[src/rtl/lps_pkg.sv]
// Package for the lifetime pool spawner: shared constants, register codes,
// command codes and the sequencer state type. No dependencies.
package lps_pkg;

  localparam int POOL_SIZE_DEF = 64;

  localparam int LIFE_W   = 16;
  localparam int ELAP_W   = 16;
  localparam int TIMER_W  = 17;
  localparam int COUNT_W  = 7;
  localparam int DROP_W   = 16;
  localparam int CFG_W    = 16;
  localparam int CFG_IDX_W = 2;
  localparam int DIV_CNT_W = 5;
  localparam logic [DIV_CNT_W-1:0] DIV_LAST = DIV_CNT_W'(TIMER_W - 1);

  localparam logic [CFG_W-1:0] SPAWN_INTERVAL_RST    = 16'd200;
  localparam logic [CFG_W-1:0] PARTICLE_LIFETIME_RST = 16'd5000;

  typedef enum logic [CFG_IDX_W-1:0] {
    REG_SPAWN_INTERVAL    = 2'd0,
    REG_PARTICLE_LIFETIME = 2'd1,
    REG_EMITTER_ENABLED   = 2'd2,
    REG_PAUSED            = 2'd3
  } cfg_reg_t;

  typedef enum logic {
    CMD_TICK  = 1'b0,
    CMD_CLEAR = 1'b1
  } cmd_t;

  typedef enum logic [3:0] {
    ST_INIT,
    ST_IDLE,
    ST_CLR_RD,
    ST_CLR_WR,
    ST_WALK_RD,
    ST_WALK_EVAL,
    ST_WALK_FIX,
    ST_TIMER,
    ST_DIV,
    ST_SPAWN_RD,
    ST_SPAWN_WR,
    ST_DONE
  } state_t;

endpackage

[src/rtl/lps_ram.sv]
// Generic single-port-write, single-port-read RAM with registered read data.
// No dependencies.
module lps_ram #(
  parameter int WIDTH = 16,
  parameter int DEPTH = 64
) (
  input  logic                                clk,
  input  logic                                we,
  input  logic [(DEPTH > 1 ? $clog2(DEPTH) : 1)-1:0] waddr,
  input  logic [WIDTH-1:0]                    wdata,
  input  logic [(DEPTH > 1 ? $clog2(DEPTH) : 1)-1:0] raddr,
  output logic [WIDTH-1:0]                    rdata
);

  logic [WIDTH-1:0] mem [DEPTH];

  always_ff @(posedge clk) begin
    if (we) begin
      mem[waddr] <= wdata;
    end
    rdata <= mem[raddr];
  end

endmodule

[src/rtl/lifetime_pool_spawner.sv]
// Top level of the lifetime pool spawner: sequencer over the link and
// lifetime memories. Depends on lps_pkg and lps_ram.
//
// After reset an initialization pass links every slot into the free list
// (busy stays high, configuration writes are still taken).
// A clear moves each active slot onto the free stack. A tick walks the active list,
// ages each surviving slot and frees each expiring one, splicing its predecessor (if any)
// past it; a paused tick does neither. With emission enabled and a nonzero timer a
// 17-step divider then sets the spawn count, and each spawn takes a slot off the free stack.
// The result strobe done is high for one cycle and cannot be held off; one item at a time.
module lifetime_pool_spawner #(
  parameter int POOL_SIZE = lps_pkg::POOL_SIZE_DEF
) (
  input  logic                          clk,
  input  logic                          rst,
  input  logic                          start,
  output logic                          busy,
  input  logic                          command,
  input  logic [lps_pkg::ELAP_W-1:0]    elapsed,
  output logic                          done,
  output logic [lps_pkg::COUNT_W-1:0]   active_count,
  output logic [lps_pkg::COUNT_W-1:0]   expired_count,
  output logic [lps_pkg::COUNT_W-1:0]   spawned_count,
  output logic [lps_pkg::DROP_W-1:0]    dropped_spawns,
  output logic                          pool_full,
  input  logic                          cfg_valid,
  output logic                          cfg_ready,
  input  logic [lps_pkg::CFG_IDX_W-1:0] cfg_index,
  input  logic [lps_pkg::CFG_W-1:0]     cfg_data
);

  import lps_pkg::*;

  localparam int SW = $clog2(POOL_SIZE + 1);
  localparam int AW = (POOL_SIZE > 1) ? $clog2(POOL_SIZE) : 1;
  localparam logic [SW-1:0] NIL = SW'(POOL_SIZE);
  localparam logic [SW-1:0] LAST_SLOT = SW'(POOL_SIZE - 1);

  state_t state, state_next;

  logic [SW-1:0]       cur, cur_next;
  logic [SW-1:0]       prev, prev_next;
  logic [SW-1:0]       free_head, free_head_next;
  logic [SW-1:0]       active_head, active_head_next;
  logic [SW-1:0]       active_total, active_total_next;
  logic [SW-1:0]       expired, expired_next;
  logic [SW-1:0]       spawned, spawned_next;
  logic [TIMER_W-1:0]  spawn_timer, spawn_timer_next;
  logic [TIMER_W-1:0]  quo, quo_next;
  logic [LIFE_W-1:0]   rem, rem_next;
  logic [DIV_CNT_W-1:0] div_cnt, div_cnt_next;
  logic [DROP_W-1:0]   dropped, dropped_next;
  logic [ELAP_W-1:0]   elapsed_r;

  logic [CFG_W-1:0]    spawn_interval, particle_lifetime;
  logic                emitter_enabled, paused;

  logic                link_we;
  logic [AW-1:0]       link_waddr, link_raddr;
  logic [SW-1:0]       link_wdata, link_rdata;
  logic                life_we;
  logic [AW-1:0]       life_waddr, life_raddr;
  logic [LIFE_W-1:0]   life_wdata, life_rdata;

  logic                accept;
  logic [CFG_W-1:0]    iv;
  logic [TIMER_W-1:0]  timer_sum;
  logic [TIMER_W-1:0]  div_trial;
  logic                div_bit;
  logic [LIFE_W-1:0]   rem_step;
  logic [DROP_W+1:0]   drop_sum;

  lps_ram #(.WIDTH(SW), .DEPTH(POOL_SIZE)) u_link_ram (
    .clk   (clk),
    .we    (link_we),
    .waddr (link_waddr),
    .wdata (link_wdata),
    .raddr (link_raddr),
    .rdata (link_rdata)
  );

  lps_ram #(.WIDTH(LIFE_W), .DEPTH(POOL_SIZE)) u_life_ram (
    .clk   (clk),
    .we    (life_we),
    .waddr (life_waddr),
    .wdata (life_wdata),
    .raddr (life_raddr),
    .rdata (life_rdata)
  );

  assign busy      = (state != ST_IDLE);
  assign accept    = start && !busy;
  assign cfg_ready = 1'b1;

  assign iv        = (spawn_interval == '0) ? CFG_W'(1) : spawn_interval;
  assign timer_sum = spawn_timer + TIMER_W'(elapsed_r);
  // One restoring division step on the running remainder.
  assign div_trial = {rem, quo[TIMER_W-1]};
  assign div_bit   = (div_trial >= TIMER_W'(iv));
  assign rem_step  = div_bit ? LIFE_W'(div_trial - TIMER_W'(iv)) : div_trial[LIFE_W-1:0];
  assign drop_sum  = (DROP_W+2)'(dropped) + (DROP_W+2)'(quo);

  // Next state.
  always_comb begin
    state_next = state;
    unique case (state)
      ST_INIT:      if (cur == LAST_SLOT) state_next = ST_IDLE;
      ST_IDLE: begin
        if (accept) begin
          if (command == CMD_CLEAR) begin
            state_next = (active_head == NIL) ? ST_DONE : ST_CLR_RD;
          end else if (paused) begin
            state_next = ST_DONE;
          end else begin
            state_next = (active_head == NIL) ? ST_TIMER : ST_WALK_RD;
          end
        end
      end
      ST_CLR_RD:    state_next = ST_CLR_WR;
      ST_CLR_WR:    state_next = (link_rdata == NIL) ? ST_DONE : ST_CLR_RD;
      ST_WALK_RD:   state_next = ST_WALK_EVAL;
      ST_WALK_EVAL: begin
        if (life_rdata <= elapsed_r && prev != NIL) begin
          state_next = ST_WALK_FIX;
        end else begin
          state_next = (link_rdata == NIL) ? ST_TIMER : ST_WALK_RD;
        end
      end
      ST_WALK_FIX:  state_next = (cur == NIL) ? ST_TIMER : ST_WALK_RD;
      ST_TIMER: begin
        if (!emitter_enabled || timer_sum == '0) state_next = ST_DONE;
        else state_next = ST_DIV;
      end
      ST_DIV:       if (div_cnt == DIV_LAST) state_next = ST_SPAWN_RD;
      ST_SPAWN_RD: begin
        if (quo == '0 || free_head == NIL) state_next = ST_DONE;
        else state_next = ST_SPAWN_WR;
      end
      ST_SPAWN_WR:  state_next = ST_SPAWN_RD;
      ST_DONE:      state_next = ST_IDLE;
      default:      state_next = ST_IDLE;
    endcase
  end

  // Datapath and memory controls.
  always_comb begin
    cur_next          = cur;
    prev_next         = prev;
    free_head_next    = free_head;
    active_head_next  = active_head;
    active_total_next = active_total;
    expired_next      = expired;
    spawned_next      = spawned;
    spawn_timer_next  = spawn_timer;
    quo_next          = quo;
    rem_next          = rem;
    div_cnt_next      = div_cnt;
    dropped_next      = dropped;
    link_we    = 1'b0;
    link_waddr = cur[AW-1:0];
    link_wdata = free_head;
    link_raddr = cur[AW-1:0];
    life_we    = 1'b0;
    life_waddr = cur[AW-1:0];
    life_wdata = life_rdata - elapsed_r;
    life_raddr = cur[AW-1:0];
    unique case (state)
      ST_INIT: begin
        link_we    = 1'b1;
        link_wdata = cur + SW'(1);
        cur_next   = cur + SW'(1);
      end
      ST_IDLE: begin
        expired_next = '0;
        spawned_next = '0;
        prev_next    = NIL;
        cur_next     = active_head;
      end
      ST_CLR_RD: ;
      ST_CLR_WR: begin
        // Move the head slot onto the free stack.
        link_we          = 1'b1;
        free_head_next   = cur;
        active_head_next = link_rdata;
        cur_next         = link_rdata;
        if (link_rdata == NIL) active_total_next = '0;
      end
      ST_WALK_RD: ;
      ST_WALK_EVAL: begin
        cur_next = link_rdata;
        if (life_rdata <= elapsed_r) begin
          link_we        = 1'b1;
          free_head_next = cur;
          expired_next   = expired + SW'(1);
          if (active_total != '0) active_total_next = active_total - SW'(1);
          if (prev == NIL) active_head_next = link_rdata;
        end else begin
          life_we   = 1'b1;
          prev_next = cur;
        end
      end
      ST_WALK_FIX: begin
        // Splice the predecessor past the expired slot; cur already holds its successor.
        link_we    = 1'b1;
        link_waddr = prev[AW-1:0];
        link_wdata = cur;
      end
      ST_TIMER: begin
        quo_next     = timer_sum - TIMER_W'(1);
        rem_next     = '0;
        div_cnt_next = '0;
        if (emitter_enabled && timer_sum == '0) spawn_timer_next = '0;
      end
      ST_DIV: begin
        quo_next     = {quo[TIMER_W-2:0], div_bit};
        rem_next     = rem_step;
        div_cnt_next = div_cnt + DIV_CNT_W'(1);
        // The timer keeps ((sum - 1) mod interval) + 1.
        if (div_cnt == DIV_LAST) spawn_timer_next = TIMER_W'(rem_step) + TIMER_W'(1);
      end
      ST_SPAWN_RD: begin
        link_raddr = free_head[AW-1:0];
        life_waddr = free_head[AW-1:0];
        life_wdata = particle_lifetime;
        if (quo != '0) begin
          if (free_head == NIL) begin
            dropped_next = drop_sum > (DROP_W+2)'({DROP_W{1'b1}}) ?
                           {DROP_W{1'b1}} : drop_sum[DROP_W-1:0];
            quo_next     = '0;
          end else begin
            life_we = 1'b1;
          end
        end
      end
      ST_SPAWN_WR: begin
        link_we           = 1'b1;
        link_waddr        = free_head[AW-1:0];
        link_wdata        = active_head;
        active_head_next  = free_head;
        free_head_next    = link_rdata;
        active_total_next = active_total + SW'(1);
        spawned_next      = spawned + SW'(1);
        quo_next          = quo - TIMER_W'(1);
      end
      ST_DONE: ;
      default: ;
    endcase
  end

  always_ff @(posedge clk) begin
    if (rst) begin
      state             <= ST_INIT;
      cur               <= '0;
      prev              <= NIL;
      free_head         <= '0;
      active_head       <= NIL;
      active_total      <= '0;
      expired           <= '0;
      spawned           <= '0;
      spawn_timer       <= '0;
      dropped           <= '0;
      spawn_interval    <= SPAWN_INTERVAL_RST;
      particle_lifetime <= PARTICLE_LIFETIME_RST;
      emitter_enabled   <= 1'b1;
      paused            <= 1'b0;
    end else begin
      state        <= state_next;
      cur          <= cur_next;
      prev         <= prev_next;
      free_head    <= free_head_next;
      active_head  <= active_head_next;
      active_total <= active_total_next;
      expired      <= expired_next;
      spawned      <= spawned_next;
      spawn_timer  <= spawn_timer_next;
      dropped      <= dropped_next;
      if (cfg_valid && cfg_ready) begin
        unique case (cfg_reg_t'(cfg_index))
          REG_SPAWN_INTERVAL:    spawn_interval    <= cfg_data;
          REG_PARTICLE_LIFETIME: particle_lifetime <= cfg_data;
          REG_EMITTER_ENABLED:   emitter_enabled   <= cfg_data[0];
          REG_PAUSED:            paused            <= cfg_data[0];
          default: ;
        endcase
      end
    end
  end

  always_ff @(posedge clk) begin
    quo     <= quo_next;
    rem     <= rem_next;
    div_cnt <= div_cnt_next;
    if (accept) begin
      elapsed_r <= elapsed;
    end
  end

  assign done           = (state == ST_DONE);
  assign active_count   = COUNT_W'(active_total);
  assign expired_count  = COUNT_W'(expired);
  assign spawned_count  = COUNT_W'(spawned);
  assign dropped_spawns = dropped;
  assign pool_full      = (free_head == NIL);

endmodule

[config.mk]
export PLATFORM = sky130hd
export DESIGN_NAME = lifetime_pool_spawner
export DESIGN_NICKNAME = d
export VERILOG_FILES = /design/src/rtl/lps_pkg.sv /design/src/rtl/lps_ram.sv /design/src/rtl/lifetime_pool_spawner.sv
export SDC_FILE = /design/constraint.sdc
export NUM_CORES = 2
export LEC_CHECK = 0
export BUFFER_PORTS_ARGS = -buffer_cell sky130_fd_sc_hd__buf_4
export CORE_UTILIZATION = 35
export DETAILED_ROUTE_END_ITERATION = 8
export PLACE_DENSITY = 0.61
export SLEW_MARGIN = 40
export SYNTH_ARGS = -nofsm -noshare
export SYNTH_HDL_FRONTEND = slang
export SYNTH_SLANG_ARGS = --single-unit
[constraint.sdc]
create_clock -name clk -period 16.9 [get_ports clk]
set_input_delay 1.69 -clock clk [delete_from_list [all_inputs] [get_ports clk]]
set_output_delay 1.69 -clock clk [all_outputs]
set_load 0.01 [all_outputs]
[Word level (Yosys, flattened, before mapping)]
Memories as Yosys holds them, arrays and structs flattened. A register that Yosys moved wholly into a read port is not among the register bits.
Index checks and enable logic that the tools add are counted.
Word-level totals
  output and inout port bits: 41
  memories kept: 2
  register bits: 174
  ROM bits: 0
  logic and storage cells: 159
  input bits: 39
  memory bits (writable): 1472
  bits in latches: 0
Memory list
  u_life_ram.mem: words 64, bits a word 16, read ports 1, clocked after Yosys merged registers in 1, write ports 1, RTL line lps_ram.sv:15  | logic [WIDTH-1:0] mem [DEPTH];
  u_link_ram.mem: words 64, bits a word 7, read ports 1, clocked after Yosys merged registers in 1, write ports 1, RTL line lps_ram.sv:15
Operators by class
  muxes and demuxes: 54
  reductions and logical operators: 35
  magnitude comparators: 3
  multipliers: 0
  div/mod/pow operators: 0
  bitwise logic cells: 0
  shift operators: 0
  add/sub/neg operators: 13
  equal/unequal tests: 34
Operator list (count)
  $pmux W7 S3: 5
  $mux W17: 4
  $pmux W17 S4: 1
  $mux W16: 4
  $mux W7: 8
  $pmux W4 S11: 1
  $pmux W7 S2: 3
  $eq A7 B7 Y1 const B: 5
  $logic_not A17 Y1: 2
  $pmux W17 S2: 1
  $sub A17 B1 Y17 const B: 2
  $pmux W16 S2: 1
  $sub A16 B16 Y16: 2
  $add A7 B1 Y7 const B: 4
  $mux W4: 7
  $ne A2 B2 Y1 const B: 11
  $add A16 B17 Y18: 1
  $gt A18 B16 Y1 const B: 1
  $add A16 B1 Y17 const B: 1
  $add A17 B16 Y17: 1
  $ge A17 B16 Y1: 1
  $reduce_bool A17 Y1: 1
  $eq A4 B3 Y1 const B: 4
  $eq A4 B4 Y1 const B: 4
  other kinds (32): 64

[Logic depth before layout (Yosys ltp)]
  depth after elaboration: 7
  mapped depth: 19
  gate-level depth less buffers: 14

[Modules after synthesis]
A second synthesis with hierarchy kept.
Unflattened totals
  cell total of the unflattened synthesis: 4264
  area, all modules: 70393.8 um^2
Modules (own cells, without submodules)
  lps_ram at u_life_ram: area an instance 40042.2 um^2, cells an instance 1829, times used 1
  lps_ram at u_link_ram: area an instance 17635.7 um^2, cells an instance 827, times used 1
  lifetime_pool_spawner: area an instance 12715.9 um^2, cells an instance 1608, times used 1

[Worst setup path after synthesis]
OpenSTA, ideal clock, no wires.
  path kind: register to register
  start point: register elapsed_r[1]
  end point: memory u_life_ram.mem[0][13], data pin
  cell stages (with the launch flop): 12
  arrival: 4.785 ns
  setup time: 0.720 ns
  slack: 11.395 ns
  cell sequence: edfxtp_1 inv_1 ha_1 nor2b_1 o21ai_0 a21boi_0 o21ai_0 a21oi_1 a31oi_1 a21boi_0 o21a_1 o31ai_1
Between the ends
  word-level cells in the longest chain between the ends: 2
Ends and longest elaborated chain
  start: declaration: RTL line lifetime_pool_spawner.sv:53  | logic [ELAP_W-1:0] elapsed_r;
  start signal: assignment: RTL line lifetime_pool_spawner.sv:294  | elapsed_r <= elapsed;
  $sub A16 B16 Y16: RTL line lifetime_pool_spawner.sv:165  | life_wdata = life_rdata - elapsed_r;
  $mux W16: RTL line lifetime_pool_spawner.sv:167  | unique case (state)
  via life_wdata[13]: RTL line lifetime_pool_spawner.sv:63  | logic [LIFE_W-1:0] life_wdata, life_rdata;
  end: declaration: RTL line lps_ram.sv:15
The timed path passes the listed nets, and every way through them passes these cells.

[Worst setup path after layout]
  start point: register state[0]
  end point: memory u_life_ram.mem[15][6], enable pin
Between the ends
  word-level cells in the longest chain between the ends: 4
  elaborated cells between the ends (all ways): 6
  those cells by class: eq/ne: 2; mux: 4
Ends and longest elaborated chain
  start: declaration: RTL line lifetime_pool_spawner.sv:39  | state_t state, state_next;
  start signal: assignment: RTL line lifetime_pool_spawner.sv:267  | state <= state_next;
  $eq A4 B4 Y1 / $eq A4 B3 Y1 (equally long branches): RTL line lifetime_pool_spawner.sv:167
  $pmux W1 S2: RTL line lifetime_pool_spawner.sv:167
  $mux W1: RTL line lps_ram.sv:18  | if (we) begin
  $mux W1 (not written as such): RTL line lps_ram.sv:19  | mem[waddr] <= wdata;
Parallel ways exist; a longest one is shown, timed or not.

==> run_results.csv <==
group,metric,value,unit
worst_hold_path,hp-class,"register to register",
sta,rsz0062_at_grt,"false",
clock_network,cts-hold-fix-buffers,0,
synth,synth_edf_count,1526,
placement,gp_congestion,0.853,
floorplan,die_h,447,um
global_route,antenna_found_initial,7,
routing,drt-vias-per-instance,5.57,
routing,wl_per_cell,25.8,um
critical_path,rr_worst_depth,9,
routing,route.detailed.drc,0,
critical_path,cp-end-kind,"register",
pwr,p_int,7.00,mW
floorplan,rows,162,
synth,synth_area,0.0692,mm2
synth,synth_top_area_cell,"edfxtp_1",
routing,vias,39700,
clock_network,cts_resized,0,
routing,dr.first_iter.drc_count,5070,
cells_and_area,final_layout_size_suffix_gt1_frac,0.205,
placement,place_hpwl,115000,um
cells_and_area,nets,4474,
routing,ant_nets,0,
pwr,power.share.combinational,0.080,
run,max_cap_violations,0,
sta,worst_pin_slew,935,ps
pwr,irDropWorstVdd,0.0929,mV
critical_path,cp.depth,9,
sta,maxSlewViolCount,0,
critical_path,max_stage_delay,850,ps
clock_network,h-tree-depth,4,
sta,hold_viol_final,0,
floorplan,dieArea,0.199,mm2
sta,post-route-period-util,0.303,
global_route,track_usage,0.182,
pwr,power_frac_seq,0.513,
sta,fin_worst_skew,54.3,ps
clock_network,post_cts_buffers,0,
clock_network,clk_pin_slew_worst_paths,60,ps
global_route,grt_pass1_vias,38400,
synth,yosysMostFrequentCell,"edfxtp_1",
critical_path,required,17380,ps
clock_network,cts_sinks,1669,
global_route,grt_pass1_wl,268000,um
synth,synthCells,4199,
synth,yosys.area_share.simple,0.0624,
critical_path,cp_max_fo,51,
worst_hold_path,min_delay_path_depth,2,
sta,fin_setup_tns,0,ps
floorplan,start_util,0.354,
synth,synth_fa_ha_area_frac,0.0153,
routing,firstDrtPassIters,7,
cells_and_area,final_area,0.0792,mm2
synth,synth_compound_area_frac,0.0727,
pwr,clkPwrFrac,0.406,
synth,synth_seq_cells,1669,
pwr,switching_share,0.236,
floorplan,core-area,0.196,mm2
floorplan,ios,80,
placement,placed_area,0.0735,mm2
pwr,power_density,116,mW/mm2
clock_network,cts_tree,"yes",
synth,syn_area_per_cell,16.5,um2
placement,port_buffers,78,
cells_and_area,layout.cells.non_filler,7122,
synth,synth_cell_types,96,
status,status,"finished, final reports clean",
critical_path,worst_ep_arrival_time,5600,ps
clock_network,numCtsBuffers,170,
cells_and_area,synthToLayoutAreaGrowth,14.5,%
sta,period_minus_slack,5130,ps
synth,synth_top_area_frac,0.662,
critical_path,crit_family,"simple AND/OR/NAND/NOR gates",
clock_network,worstSkewPairLatency,810,ps
clock_network,ctsRootBufferMaster,"clkbuf_16",
routing,totalWireLength,184000,um
synth,synth_xor_area_frac,0.0105,
critical_path,cp_num_buf_inv,4,
synth,synth_mux_area_frac,0.117,
sta,fmax,195,MHz
cells_and_area,fin_util,0.405,
sta,setup_violations,0,
global_route,overflow,0,
synth,yosys_warnings,0,
synth,synth_top_family_by_area,"multiplexers",
synth,syn_nets,4319,
critical_path,crit_type,"register to register",
critical_path,start_kind,"register",
pwr,p_leak,25.1,nW
synth,synth_area_leaders,"edfxtp_1 (66%), mux4_2 (11%), dfxtp_1 (4.1%)",
synth,synth_commonest_cells,"edfxtp_1 (1526), nor2_1 (350), mux4_2 (341), nand2_1 (309), a21oi_1 (210)",
critical_path,crit_top_cell,"buf_4",
placement,dp_cells,6799,
pwr,p_switching,2.16,mW
clock_network,cts_buffer_depth,3,
floorplan,die_w,447,um
critical_path,crit_chain,"and4bb_2 > buf_4 > mux2i_4 > buf_4 > nor3_4 > buf_4 > nand2_1 > nor2_1 > buf_4",
synth,ys_async_sr_fraction,0,
synth,seq_area_frac_synth,0.704,
critical_path,cp_slowest_cell,"dfxtp_1",
sta,max_slew_margin,0.375,
synth,synth_ff_type,"edfxtp_1",
global_route,grt_max_degree,123,
path summary, 6_finish.rpt:
check	startpoint	end	slack [ps]
hold reg to reg	spawn_interval[0]	spawn_interval[0]	450
setup reg to reg	state[0]	u_life_ram.mem[15][6]	11770
setup / recovery	state[0]	u_life_ram.mem[15][6]	11770
hold / removal	spawn_interval[0]	spawn_interval[0]	450
metrics by stage:
| step | hold slack [ps] | worst slack [ps] | power (mW) |
|---|---|---|---|
| 2_1_floorplan | 432 | 11390 | 5.20 |
| 3_3_place_gp | 445 | 11510 | 5.50 |
| 3_5_place_dp | 449 | 11600 | 5.52 |
| 4_1_cts | 456 | 11600 | 9.21 |
| 5_1_grt | 485 | 11520 | 9.41 |
| 6_report | 454 | 11770 | 9.16 |
area by class of cell:
class / count / area (um2)
Fill cell: 17400 / 116000
Sequential cell: 1669 / 48700
Multi-Input combinational cell: 2236 / 19700
Clock buffer: 213 / 4530
Tap cell: 2624 / 3280
Timing Repair Buffer: 200 / 1650
Clock inverter: 100 / 1000
Inverter: 77 / 294
Antenna cell: 3 / 7.51
cells in the final DEF (no fill, tap or decap), types with 30 or more instances in the layout:
| master | netlist | final |
|---|---|---|
| nor3_1 | 35 | 30 |
| nand2_1 | 309 | 305 |
| buf_4 | 3 | 185 |
| dfxtp_1 | 143 | 137 |
| xor2_1 | 45 | 45 |
| a21oi_1 | 210 | 200 |
| nand3_1 | 56 | 54 |
| clkinv_2 | 0 | 32 |
| o21ai_0 | 85 | 79 |
| mux4_2 | 341 | 341 |
| clkbuf_1 | 123 | 33 |
| xnor2_1 | 38 | 38 |
| inv_1 | 76 | 76 |
| clkbuf_16 | 0 | 171 |
| edfxtp_1 | 1526 | 1526 |
| ha_1 | 76 | 76 |
| a22oi_1 | 143 | 143 |
| nor2_1 | 350 | 326 |
| a211oi_1 | 47 | 47 |
| clkinv_1 | 0 | 32 |
power groups by stage:
stage	Sequential [mW]	Combinational (mW)	Clock [mW]
5_1_grt	4.70	0.784	3.93
6_report	4.70	0.737	3.72
4_1_cts	4.71	0.728	3.77
2_1_floorplan	4.79	0.411	0
3_3_place_gp	4.79	0.711	0
3_5_place_dp	4.79	0.726	0
logic make-up after synthesis:
logic type / after synthesis
other cells: 1
mux: 379
fa+ha+maj: 82
xor+xnor: 83
compound gates: 745
simple gates: 946
flops: 1669
buf+inv: 294
state kept, by name, summed over array words and instances (netlist names), 17 cells and up:
name and count:
spawn_timer 17, u_life_ram.mem 1024, u_link_ram.mem 448, quo 17
worst reg2reg max path: cells and delay by family, from the launching register on:
kind                   cells  cell delay, ps
and+or+nand+nor            4            2120
buffers and inverters      4            1710
DFF                        1             850
muxes                      1             150
routing by layer:
metal	wire [um]	GRT usage
met2	86500	0.287
met4	4960	0.0546
met3	14000	0.0336
met1	78200	0.256
met5	25	0
(Power assumes the default switching activity.)
